## src/hw/rtl/sclp_pkg.sv

```systemverilog
`default_nettype none

package sclp_pkg;

  // Number of decimal values a command line may carry
  localparam int unsigned VALUE_SLOTS = 2;
  localparam int unsigned SlotW = (VALUE_SLOTS > 1) ? $clog2(VALUE_SLOTS) : 1;
  // Second value comes from slot one when there is one
  localparam int unsigned SecondSlot = (VALUE_SLOTS >= 2) ? 1 : 0;

  // Token queue between front and back
  localparam int unsigned QDepth = 2;
  localparam int unsigned QPtrW = (QDepth > 1) ? $clog2(QDepth) : 1;
  localparam int unsigned QCntW = $clog2(QDepth + 1);

  // Character codes
  localparam logic [7:0] ChEsc   = 8'd27;
  localparam logic [7:0] ChSpace = 8'h20;
  localparam logic [7:0] ChComma = 8'h2c;
  localparam logic [7:0] ChColon = 8'h3a;
  localparam logic [7:0] ChZero  = 8'h30;
  localparam logic [7:0] ChNine  = 8'h39;
  localparam logic [7:0] ChLowS  = 8'h73;
  localparam logic [7:0] ChLowL  = 8'h6c;
  localparam logic [7:0] ChLowR  = 8'h72;
  localparam logic [7:0] ChLowV  = 8'h76;
  localparam logic [7:0] ChCaseBit = 8'h20;

  // Configuration register indexes and reset values
  localparam int unsigned CfgIdxW = 2;
  localparam logic [CfgIdxW-1:0] CfgBootIdx   = 2'd0;
  localparam logic [CfgIdxW-1:0] CfgRebootIdx = 2'd1;
  localparam logic [15:0] BootCodeRst   = 16'd5511;
  localparam logic [15:0] RebootCodeRst = 16'd1033;

  typedef enum logic [3:0] {
    TK_STATUS,
    TK_LED,
    TK_RESET,
    TK_VALVE,
    TK_DIGIT,
    TK_SEP,
    TK_ESC,
    TK_BLANK,
    TK_OTHER
  } tok_kind_e;

  typedef struct packed {
    tok_kind_e  kind;
    logic [7:0] ch;
  } token_t;

  typedef enum logic [3:0] {
    ACT_STATUS     = 4'd0,
    ACT_BOOTLOADER = 4'd1,
    ACT_REBOOT     = 4'd2,
    ACT_LED        = 4'd3,
    ACT_VALVE      = 4'd4,
    ACT_BAD_CMD    = 4'd5,
    ACT_BAD_TARGET = 4'd6,
    ACT_BAD_CODE   = 4'd7,
    ACT_BAD_VALVE  = 4'd8
  } action_e;

  typedef struct packed {
    action_e     action;
    logic [2:0]  led_mask;
    logic        valve_select;
    logic [15:0] first_value;
    logic [15:0] second_value;
    logic [7:0]  bad_char;
    logic [15:0] error_value;
  } result_t;

  typedef struct packed {
    logic [15:0] boot_code;
    logic [15:0] reboot_code;
  } codes_t;

endpackage

`default_nettype wire

```

## src/hw/rtl/sclp_front.sv

```systemverilog
`default_nettype none

module sclp_front (
  input  wire logic            clk_i,
  input  wire logic            rst_ni,
  input  wire logic            in_valid_i,
  output logic                 in_stall_o,
  input  wire logic [7:0]      rx_char_i,
  output logic                 tok_valid_o,
  output sclp_pkg::token_t     tok_o,
  input  wire logic            tok_pop_i
);
  import sclp_pkg::*;

  token_t             q_mem [QDepth];
  logic [QPtrW-1:0]   wr_ptr_q, wr_ptr_d;
  logic [QPtrW-1:0]   rd_ptr_q, rd_ptr_d;
  logic [QCntW-1:0]   cnt_q, cnt_d;
  logic               push, pop;
  token_t             tok_new;

  // Classify the incoming byte
  always_comb begin
    tok_new.ch = rx_char_i;
    if ((rx_char_i | ChCaseBit) == ChLowS) begin
      tok_new.kind = TK_STATUS;
    end else if ((rx_char_i | ChCaseBit) == ChLowL) begin
      tok_new.kind = TK_LED;
    end else if ((rx_char_i | ChCaseBit) == ChLowR) begin
      tok_new.kind = TK_RESET;
    end else if ((rx_char_i | ChCaseBit) == ChLowV) begin
      tok_new.kind = TK_VALVE;
    end else if (rx_char_i >= ChZero && rx_char_i <= ChNine) begin
      tok_new.kind = TK_DIGIT;
    end else if (rx_char_i == ChComma || rx_char_i == ChColon) begin
      tok_new.kind = TK_SEP;
    end else if (rx_char_i == ChEsc) begin
      tok_new.kind = TK_ESC;
    end else if (rx_char_i <= ChSpace) begin
      tok_new.kind = TK_BLANK;
    end else begin
      tok_new.kind = TK_OTHER;
    end
  end

  assign in_stall_o  = (cnt_q == QCntW'(QDepth));
  assign push        = in_valid_i & ~in_stall_o;
  assign tok_valid_o = (cnt_q != '0);
  assign pop         = tok_valid_o & tok_pop_i;
  assign tok_o       = q_mem[rd_ptr_q];

  always_comb begin
    wr_ptr_d = wr_ptr_q;
    rd_ptr_d = rd_ptr_q;
    cnt_d    = cnt_q;
    if (push) begin
      wr_ptr_d = (wr_ptr_q == QPtrW'(QDepth - 1)) ? '0 : wr_ptr_q + 1'b1;
    end
    if (pop) begin
      rd_ptr_d = (rd_ptr_q == QPtrW'(QDepth - 1)) ? '0 : rd_ptr_q + 1'b1;
    end
    case ({push, pop})
      2'b10:   cnt_d = cnt_q + 1'b1;
      2'b01:   cnt_d = cnt_q - 1'b1;
      default: cnt_d = cnt_q;
    endcase
  end

  always_ff @(posedge clk_i or negedge rst_ni) begin
    if (!rst_ni) begin
      wr_ptr_q <= '0;
      rd_ptr_q <= '0;
      cnt_q    <= '0;
    end else begin
      wr_ptr_q <= wr_ptr_d;
      rd_ptr_q <= rd_ptr_d;
      cnt_q    <= cnt_d;
    end
  end

  always_ff @(posedge clk_i) begin
    if (push) begin
      q_mem[wr_ptr_q] <= tok_new;
    end
  end

`ifndef SYNTHESIS
  a_head_hold: assert property (@(posedge clk_i) disable iff (!rst_ni)
    tok_valid_o && !tok_pop_i |=> tok_valid_o && $stable(tok_o))
    else $error("queue head changed while not popped");
  a_full_has_head: assert property (@(posedge clk_i) disable iff (!rst_ni)
    in_stall_o |-> tok_valid_o)
    else $error("input stalled with an empty queue");
`endif

endmodule

`default_nettype wire

```

## src/hw/rtl/sclp_back.sv

```systemverilog
`default_nettype none

module sclp_back (
  input  wire logic             clk_i,
  input  wire logic             rst_ni,
  input  wire logic             tok_valid_i,
  input  wire sclp_pkg::token_t tok_i,
  output logic                  tok_pop_o,
  input  wire sclp_pkg::codes_t codes_i,
  output logic                  out_valid_o,
  input  wire logic             out_stall_i,
  output sclp_pkg::result_t     res_o
);
  import sclp_pkg::*;

  localparam logic [1:0] PH_COMMAND = 2'd0;
  localparam logic [1:0] PH_TARGET  = 2'd1;
  localparam logic [1:0] PH_NEXT    = 2'd2;
  localparam logic [1:0] PH_VALUE   = 2'd3;

  localparam logic [2:0] CMD_NONE  = 3'd0;
  localparam logic [2:0] CMD_RESET = 3'd2;
  localparam logic [2:0] CMD_VALVE = 3'd3;
  localparam logic [2:0] CMD_LED   = 3'd4;

  logic [1:0]       phase_q, phase_d;
  logic [2:0]       cmd_q, cmd_d;
  logic [3:0]       target_q, target_d;
  logic [SlotW-1:0] slot_q, slot_d;
  logic [15:0]      store_q [VALUE_SLOTS];
  logic [15:0]      store_d [VALUE_SLOTS];
  logic             out_valid_q, out_valid_d;
  result_t          res_q, res;
  logic             emit, fin, more, clr;
  logic [3:0]       digit;
  logic [15:0]      cur, v0, v1;

  assign tok_pop_o = tok_valid_i & (~out_valid_q | ~out_stall_i);
  assign digit     = tok_i.ch[3:0];
  assign cur       = store_q[slot_q];
  assign v0        = store_q[0];

  always_comb begin
    phase_d  = phase_q;
    cmd_d    = cmd_q;
    target_d = target_q;
    slot_d   = slot_q;
    store_d  = store_q;
    res      = '0;
    emit     = 1'b0;
    fin      = 1'b0;
    more     = 1'b0;
    clr      = 1'b0;
    v1       = v0;

    unique case (phase_q)
      PH_COMMAND: begin
        case (tok_i.kind)
          TK_STATUS: begin
            emit = 1'b1;
            clr  = 1'b1;
          end
          TK_LED: begin
            cmd_d   = CMD_LED;
            phase_d = PH_TARGET;
          end
          TK_RESET: begin
            cmd_d   = CMD_RESET;
            phase_d = PH_NEXT;
          end
          TK_VALVE: begin
            cmd_d   = CMD_VALVE;
            phase_d = PH_TARGET;
          end
          TK_ESC, TK_BLANK: begin
          end
          default: begin
            emit         = 1'b1;
            clr          = 1'b1;
            res.action   = ACT_BAD_CMD;
            res.bad_char = tok_i.ch;
          end
        endcase
      end
      PH_TARGET: begin
        case (tok_i.kind)
          TK_ESC: clr = 1'b1;
          TK_DIGIT: begin
            target_d = digit;
            phase_d  = PH_NEXT;
          end
          TK_BLANK: begin
          end
          default: begin
            emit         = 1'b1;
            clr          = 1'b1;
            res.action   = ACT_BAD_TARGET;
            res.bad_char = tok_i.ch;
          end
        endcase
      end
      PH_NEXT: begin
        case (tok_i.kind)
          TK_ESC: clr = 1'b1;
          TK_DIGIT: begin
            store_d[slot_q] = {12'd0, digit};
            phase_d         = PH_VALUE;
          end
          default: begin
          end
        endcase
      end
      PH_VALUE: begin
        case (tok_i.kind)
          TK_ESC: clr = 1'b1;
          TK_DIGIT: begin
            // value * 10 + digit, wraps at 16 bits
            store_d[slot_q] = (cur << 3) + (cur << 1) + {12'd0, digit};
          end
          TK_SEP: begin
            if ((SlotW + 1)'(slot_q) + 1'b1 < (SlotW + 1)'(VALUE_SLOTS)) begin
              slot_d  = slot_q + 1'b1;
              phase_d = PH_NEXT;
            end else begin
              fin  = 1'b1;
              more = 1'b1;
            end
          end
          default: begin
            fin  = 1'b1;
            more = (slot_q != '0);
          end
        endcase
      end
    endcase

    // Decode the finished command
    if (fin) begin
      emit = 1'b1;
      clr  = 1'b1;
      if (more) begin
        v1 = store_q[SecondSlot];
      end
      case (cmd_q)
        CMD_RESET: begin
          res.first_value = v0;
          if (v0 == codes_i.boot_code) begin
            res.action = ACT_BOOTLOADER;
          end else if (v0 == codes_i.reboot_code) begin
            res.action = ACT_REBOOT;
          end else begin
            res.action      = ACT_BAD_CODE;
            res.error_value = v0;
          end
        end
        CMD_LED: begin
          res.action       = ACT_LED;
          res.led_mask     = target_q[2:0];
          res.first_value  = v0;
          res.second_value = v1;
        end
        CMD_VALVE: begin
          if (target_q <= 4'd1) begin
            res.action       = ACT_VALVE;
            res.valve_select = target_q[0];
            res.first_value  = v0;
          end else begin
            res.action      = ACT_BAD_VALVE;
            res.error_value = {12'd0, target_q};
          end
        end
        default: res.action = ACT_STATUS;
      endcase
    end

    if (clr) begin
      phase_d  = PH_COMMAND;
      cmd_d    = CMD_NONE;
      target_d = '0;
      slot_d   = '0;
      for (int i = 0; i < VALUE_SLOTS; i++) begin
        store_d[i] = '0;
      end
    end
  end

  assign out_valid_d = tok_pop_o ? emit : (out_valid_q & out_stall_i);

  always_ff @(posedge clk_i or negedge rst_ni) begin
    if (!rst_ni) begin
      phase_q     <= PH_COMMAND;
      cmd_q       <= CMD_NONE;
      target_q    <= '0;
      slot_q      <= '0;
      out_valid_q <= 1'b0;
      for (int i = 0; i < VALUE_SLOTS; i++) begin
        store_q[i] <= '0;
      end
    end else begin
      out_valid_q <= out_valid_d;
      if (tok_pop_o) begin
        phase_q  <= phase_d;
        cmd_q    <= cmd_d;
        target_q <= target_d;
        slot_q   <= slot_d;
        store_q  <= store_d;
      end
    end
  end

  always_ff @(posedge clk_i) begin
    if (tok_pop_o && emit) begin
      res_q <= res;
    end
  end

  assign out_valid_o = out_valid_q;
  assign res_o       = res_q;

`ifndef SYNTHESIS
  a_idle_clean: assert property (@(posedge clk_i) disable iff (!rst_ni)
    phase_q == PH_COMMAND |-> slot_q == '0 && target_q == '0 && cmd_q == CMD_NONE)
    else $error("parser idle with leftover command state");
  a_target_cmd: assert property (@(posedge clk_i) disable iff (!rst_ni)
    phase_q == PH_TARGET |-> cmd_q == CMD_LED || cmd_q == CMD_VALVE)
    else $error("target phase without an LED or valve command");
  a_result_from_pop: assert property (@(posedge clk_i) disable iff (!rst_ni)
    $rose(out_valid_o) |-> $past(tok_pop_o))
    else $error("result appeared without a consumed item");
`endif

endmodule

`default_nettype wire

```

## src/hw/rtl/serial_command_line_parser_core.sv

```systemverilog
`default_nettype none
// Channel  Handshake                  Payload
// -------  -------------------------  ------------------------------------------------
// in       in_valid_i / in_stall_o    rx_char_i
// out      out_valid_o / out_stall_i  action_o, led_mask_o, valve_select_o,
//                                     first_value_o, second_value_o, bad_char_o,
//                                     error_value_o
// cfg      cfg_valid_i / cfg_ready_o  cfg_index_i, cfg_data_i
//
// One item per cycle sustained while out_stall_i is low; a result is registered after
// its item leaves the token queue (the item waits at the queue head while the parser
// steps it into the output register).
// The back-end parser does one state step per item; that step sets the rate.
// Reset is asynchronous, active low: parser idle, queue empty, codes back to 5511/1033.
// in_stall_o rises only when the two-entry token queue is full; a stall on out_stall_i
// holds a valid result and stops the parser, so the queue fills behind it.
module serial_command_line_parser_core (
  input  wire logic                        clk_i,
  input  wire logic                        rst_ni,
  // received characters
  input  wire logic                        in_valid_i,
  output logic                             in_stall_o,
  input  wire logic [7:0]                  rx_char_i,
  // decoded command results
  output logic                             out_valid_o,
  input  wire logic                        out_stall_i,
  output logic [3:0]                       action_o,
  output logic [2:0]                       led_mask_o,
  output logic                             valve_select_o,
  output logic [15:0]                      first_value_o,
  output logic [15:0]                      second_value_o,
  output logic [7:0]                       bad_char_o,
  output logic [15:0]                      error_value_o,
  // register writes
  input  wire logic                        cfg_valid_i,
  output logic                             cfg_ready_o,
  input  wire logic [sclp_pkg::CfgIdxW-1:0] cfg_index_i,
  input  wire logic [15:0]                 cfg_data_i
);
  import sclp_pkg::*;

  codes_t  codes_q;
  logic    tok_valid, tok_pop;
  token_t  tok;
  result_t res;

  // Register writes are always taken; unknown indexes drop silently
  assign cfg_ready_o = 1'b1;

  always_ff @(posedge clk_i or negedge rst_ni) begin
    if (!rst_ni) begin
      codes_q.boot_code   <= BootCodeRst;
      codes_q.reboot_code <= RebootCodeRst;
    end else if (cfg_valid_i) begin
      case (cfg_index_i)
        CfgBootIdx:   codes_q.boot_code   <= cfg_data_i;
        CfgRebootIdx: codes_q.reboot_code <= cfg_data_i;
        default: begin
        end
      endcase
    end
  end

  // Front: classify each byte and queue it as a token
  sclp_front u_front (
    .clk_i       (clk_i),
    .rst_ni      (rst_ni),
    .in_valid_i  (in_valid_i),
    .in_stall_o  (in_stall_o),
    .rx_char_i   (rx_char_i),
    .tok_valid_o (tok_valid),
    .tok_o       (tok),
    .tok_pop_i   (tok_pop)
  );

  // Back: run the command parser and register each result
  sclp_back u_back (
    .clk_i       (clk_i),
    .rst_ni      (rst_ni),
    .tok_valid_i (tok_valid),
    .tok_i       (tok),
    .tok_pop_o   (tok_pop),
    .codes_i     (codes_q),
    .out_valid_o (out_valid_o),
    .out_stall_i (out_stall_i),
    .res_o       (res)
  );

  assign action_o       = res.action;
  assign led_mask_o     = res.led_mask;
  assign valve_select_o = res.valve_select;
  assign first_value_o  = res.first_value;
  assign second_value_o = res.second_value;
  assign bad_char_o     = res.bad_char;
  assign error_value_o  = res.error_value;

endmodule

`default_nettype wire

```

## config.mk

```make
export PLATFORM = sky130hd
export DESIGN_NAME = serial_command_line_parser_core
export DESIGN_NICKNAME = d
export VERILOG_FILES = /design/src/hw/rtl/sclp_pkg.sv /design/src/hw/rtl/sclp_front.sv /design/src/hw/rtl/sclp_back.sv /design/src/hw/rtl/serial_command_line_parser_core.sv
export SDC_FILE = /design/constraint.sdc
export NUM_CORES = 1
export LEC_CHECK = 0
export ABC_AREA = 0
export BUFFER_PORTS_ARGS = -buffer_cell sky130_fd_sc_hd__buf_4
export CAP_MARGIN = 10
export CELL_PAD_IN_SITES_DETAIL_PLACEMENT = 0
export CELL_PAD_IN_SITES_GLOBAL_PLACEMENT = 1
export CORE_MARGIN = 2
export CORE_UTILIZATION = 45
export CTS_BUF_LIST = sky130_fd_sc_hd__clkbuf_16
export CTS_CLUSTER_DIAMETER = 40
export DETAILED_ROUTE_END_ITERATION = 12
export GPL_ROUTABILITY_DRIVEN = 0
export PLACE_DENSITY = 0.76
export SLEW_MARGIN = 15
export SYNTH_ARGS = -nofsm -noshare
export SYNTH_HDL_FRONTEND = slang
export SYNTH_SLANG_ARGS = --single-unit
```

## constraint.sdc

```tcl
create_clock -name clk_i -period 16.54 [get_ports clk_i]
set_clock_uncertainty 0.2 [all_clocks]
set_input_delay 0.827 -clock clk_i [delete_from_list [all_inputs] [get_ports clk_i]]
set_output_delay 0.827 -clock clk_i [all_outputs]
set_load 0.01 [all_outputs]
```

==> flow_summary.json <==
{
  "maxCapViolCount": 0,
  "grt_pass1_vias": 5691,
  "wl_per_cell_um": 19.1,
  "fin_crit_sh_pct": 24.8,
  "ir_drop_mv": 0.0965,
  "drt_iter0_drc": 431,
  "wl_um": 19300,
  "fin_util_pct": 53.3,
  "critical_path_class": "reg2reg",
  "setup_violations": 0,
  "final_max_slew_viol_count": 0,
  "worstHoldPathCells": 1,
  "cp.arrival_ps": 4210,
  "reg2reg_depth": 10,
  "num_rows": 50,
  "drive_above_1_share_pct": 26.9,
  "portBuffers": 96,
  "die_x_um": 141,
  "clk_latency_ps": 430,
  "grt_use_met2_pct": 34.5,
  "reg2reg_to": "u_back.v0[14]",
  "fmax_ghz": 0.244,
  "drt_pass1_iterations": 5,
  "postRouteAntennaNets": 0,
  "final.min_clock_period_ps": 4100,
  "finalHoldViolCount": 0,
  "clock_sinks": 167,
  "coreArea_mm2": 0.0186,
  "syn_avg_cell_area_um2": 12.3,
  "fp.dieH_um": 141,
  "use_met3_pct": 3.16,
  "min_from": "u_front.wr_ptr_q",
  "syn-instance-count": 687,
  "cts_tree": "yes",
  "start_util_pct": 45.6,
  "fillCellCount": 1583,
  "relSlewSlack_pct": 29.5,
  "reg2reg_slack_ps": 12440,
  "clockRootBuffer": "clkbuf_16",
  "synth_area_leaders": "edfxtp_1 (31%), dfrtp_1 (20%), mux2_2 (6.1%), ha_1 (4.0%), mux2i_1 (3.3%)",
  "async_reset_ff_share_pct": 47.3,
  "powerDensity_mw_per_mm2": 160,
  "leakage_nw": 4.30,
  "clk_pin_slew_ps": 60,
  "crit_fanout": 23,
  "ys.flop_type": "edfxtp_1",
  "ioPinCount": 98,
  "holdBufCountCts": 0,
  "drc": 0,
  "vias": 5766,
  "die-area_mm2": 0.0199,
  "yosys.cell_count.top_type": "edfxtp_1",
  "post-cts-setup-buffer-count": 0,
  "status": "finished, final reports clean",
  "crit_path_start_kind": "flop",
  "yosys-top-cells-count": "edfxtp_1 (88), dfrtp_1 (69), mux2_2 (46), nor2_1 (43), nand2_1 (39)",
  "synth_area_mm2": 0.00847,
  "synth_top_cell_area_share_pct": 31.2,
  "numCtsBuffers": 17,
  "synthDistinctLibCells": 70,
  "hp-class": "reg2reg",
  "track_usage_pct": 19.6,
  "grt_busiest_layer": "met2",
  "cts.path.max_buffers": 2,
  "reg2reg_from": "u_front.rd_ptr_q",
  "area_growth_pct": 17.0,
  "antennaDiodeCount": 0,
  "dp_hpwl_um": 13800,
  "required_ps": 16640,
  "yosys_warnings": 0,
  "worstMarginPinSlew_ps": 1050,
  "grt_max_degree": 80,
  "rsz0062_at_grt": "no",
  "startpoint": "u_front.rd_ptr_q",
  "viasPerCell": 5.70,
  "grtUsageMet1_pct": 24.1,
  "synth_edf_count": 88,
  "synth.yosys.seq_area_share_pct": 54.7,
  "synth.net_count": 747,
  "grt_overflow": 0,
  "min_to": "u_front.wr_ptr_q",
  "setup.worst_path.end_class": "flop",
  "synth-seq-cells": 167,
  "htreeDepth": 4,
  "yosys.area.top_type": "edfxtp_1",
  "grt_pass1_wl_um": 30200,
  "antenna_found_initial": 0,
  "cts_resized": 0,
  "fin_nets": 825,
  "tns_ps": 0
}
[metrics by stage]
step / setup WS, ps / power, mW / hold slack (ps) / instances / instance area [µm²]
after CTS: 12460 / 1.60 / 301 / 1012 / 9910
after floorplan: 9520 / 1.02 / 261 / 687 / 8470
after detailed placement: 12490 / 1.20 / 290 / 980 / 9330
after global placement: 12570 / 1.19 / 278 / 980 / 9330
final: 12440 / 1.58 / 296 / 1012 / 9910
after global routing: 12240 / 1.67 / 322 / 1012 / 9910
[worst max-delay path by stage]
stage / to
2_1_floorplan: u_back.res_o[0]
3_3_place_gp: u_back.v0[14]
3_5_place_dp: u_back.v0[14]
4_1_cts: u_back.v0[14]
5_1_grt: u_back.v0[14]
6_report: u_back.v0[14]
[cells by family (layout without fill, tap and decap cells)]
group / after synthesis / count (layout) / share of synthesized area (%)
AND/OR/NAND/NOR: 191 / 191 / 11.8
flip-flops: 167 / 167 / 54.7
AO/OA/AOI/OAI: 120 / 120 / 11.3
multiplexers: 75 / 75 / 9.55
buffers and inverters: 53 / 144 / 2.92
XOR/XNOR: 51 / 51 / 5.27
adder cells (fa/ha/maj): 29 / 29 / 4.46
other: 1 / 1 / 0.0443
[layout make-up]
type                            instances  area (µm²)  area share [%]
Sequential cell                       167        4630            46.7
Timing Repair Buffer                  100         751            7.58
Tap cell                              234         293            2.95
Clock buffer                           17         425            4.29
Multi-Input combinational cell        467        3610            36.4
Inverter                               12        45.0           0.455
Clock inverter                         15         154            1.55
[registers in the layout, indices dropped and copies added (netlist names), 2 cells and up]
name / count
u_back.res_o: 64
codes_q: 32
u_front.q_mem: 24
u_back.store_q: 16
u_back.v0: 16
u_back.target_q: 4
u_back.cmd_q: 3
u_back.phase_q: 2
u_front.cnt_q: 2
[where the power goes]
group          switching, mW  internal, mW
Combinational          0.311         0.206
Clock                  0.168         0.223
Sequential            0.0677         0.609
[layout by cell type (no fill, tap or decap), types with 27 or more instances in the layout]
cell / n
mux2i_1: 28
and2_1: 32
xnor2_1: 29
buf_4: 100
nand2_1: 39
edfxtp_1: 88
mux2_2: 46
nor2_1: 43
ha_1: 27
dfrtp_1: 69
[worst max-delay path, cell delays in order, from the launching register on]
cell	delay [ps]
dfrtp_1	940
mux2i_1	330
fa_1	580
inv_1	70
fa_1	480
a211oi_1	280
o21bai_1	140
o31a_1	310
a221o_1	320
xor2_1	160
a22o_1	190
[per-layer routing]
metal  share of wire [%]  vias to the layer above
li1                    -                     2669
met1                  41                     2857
met2                  51                      192
met3                 4.3                       48
met4                 2.7                        0
met5                   0                        -
No activity file was read; power rests on OpenSTA's default activity.
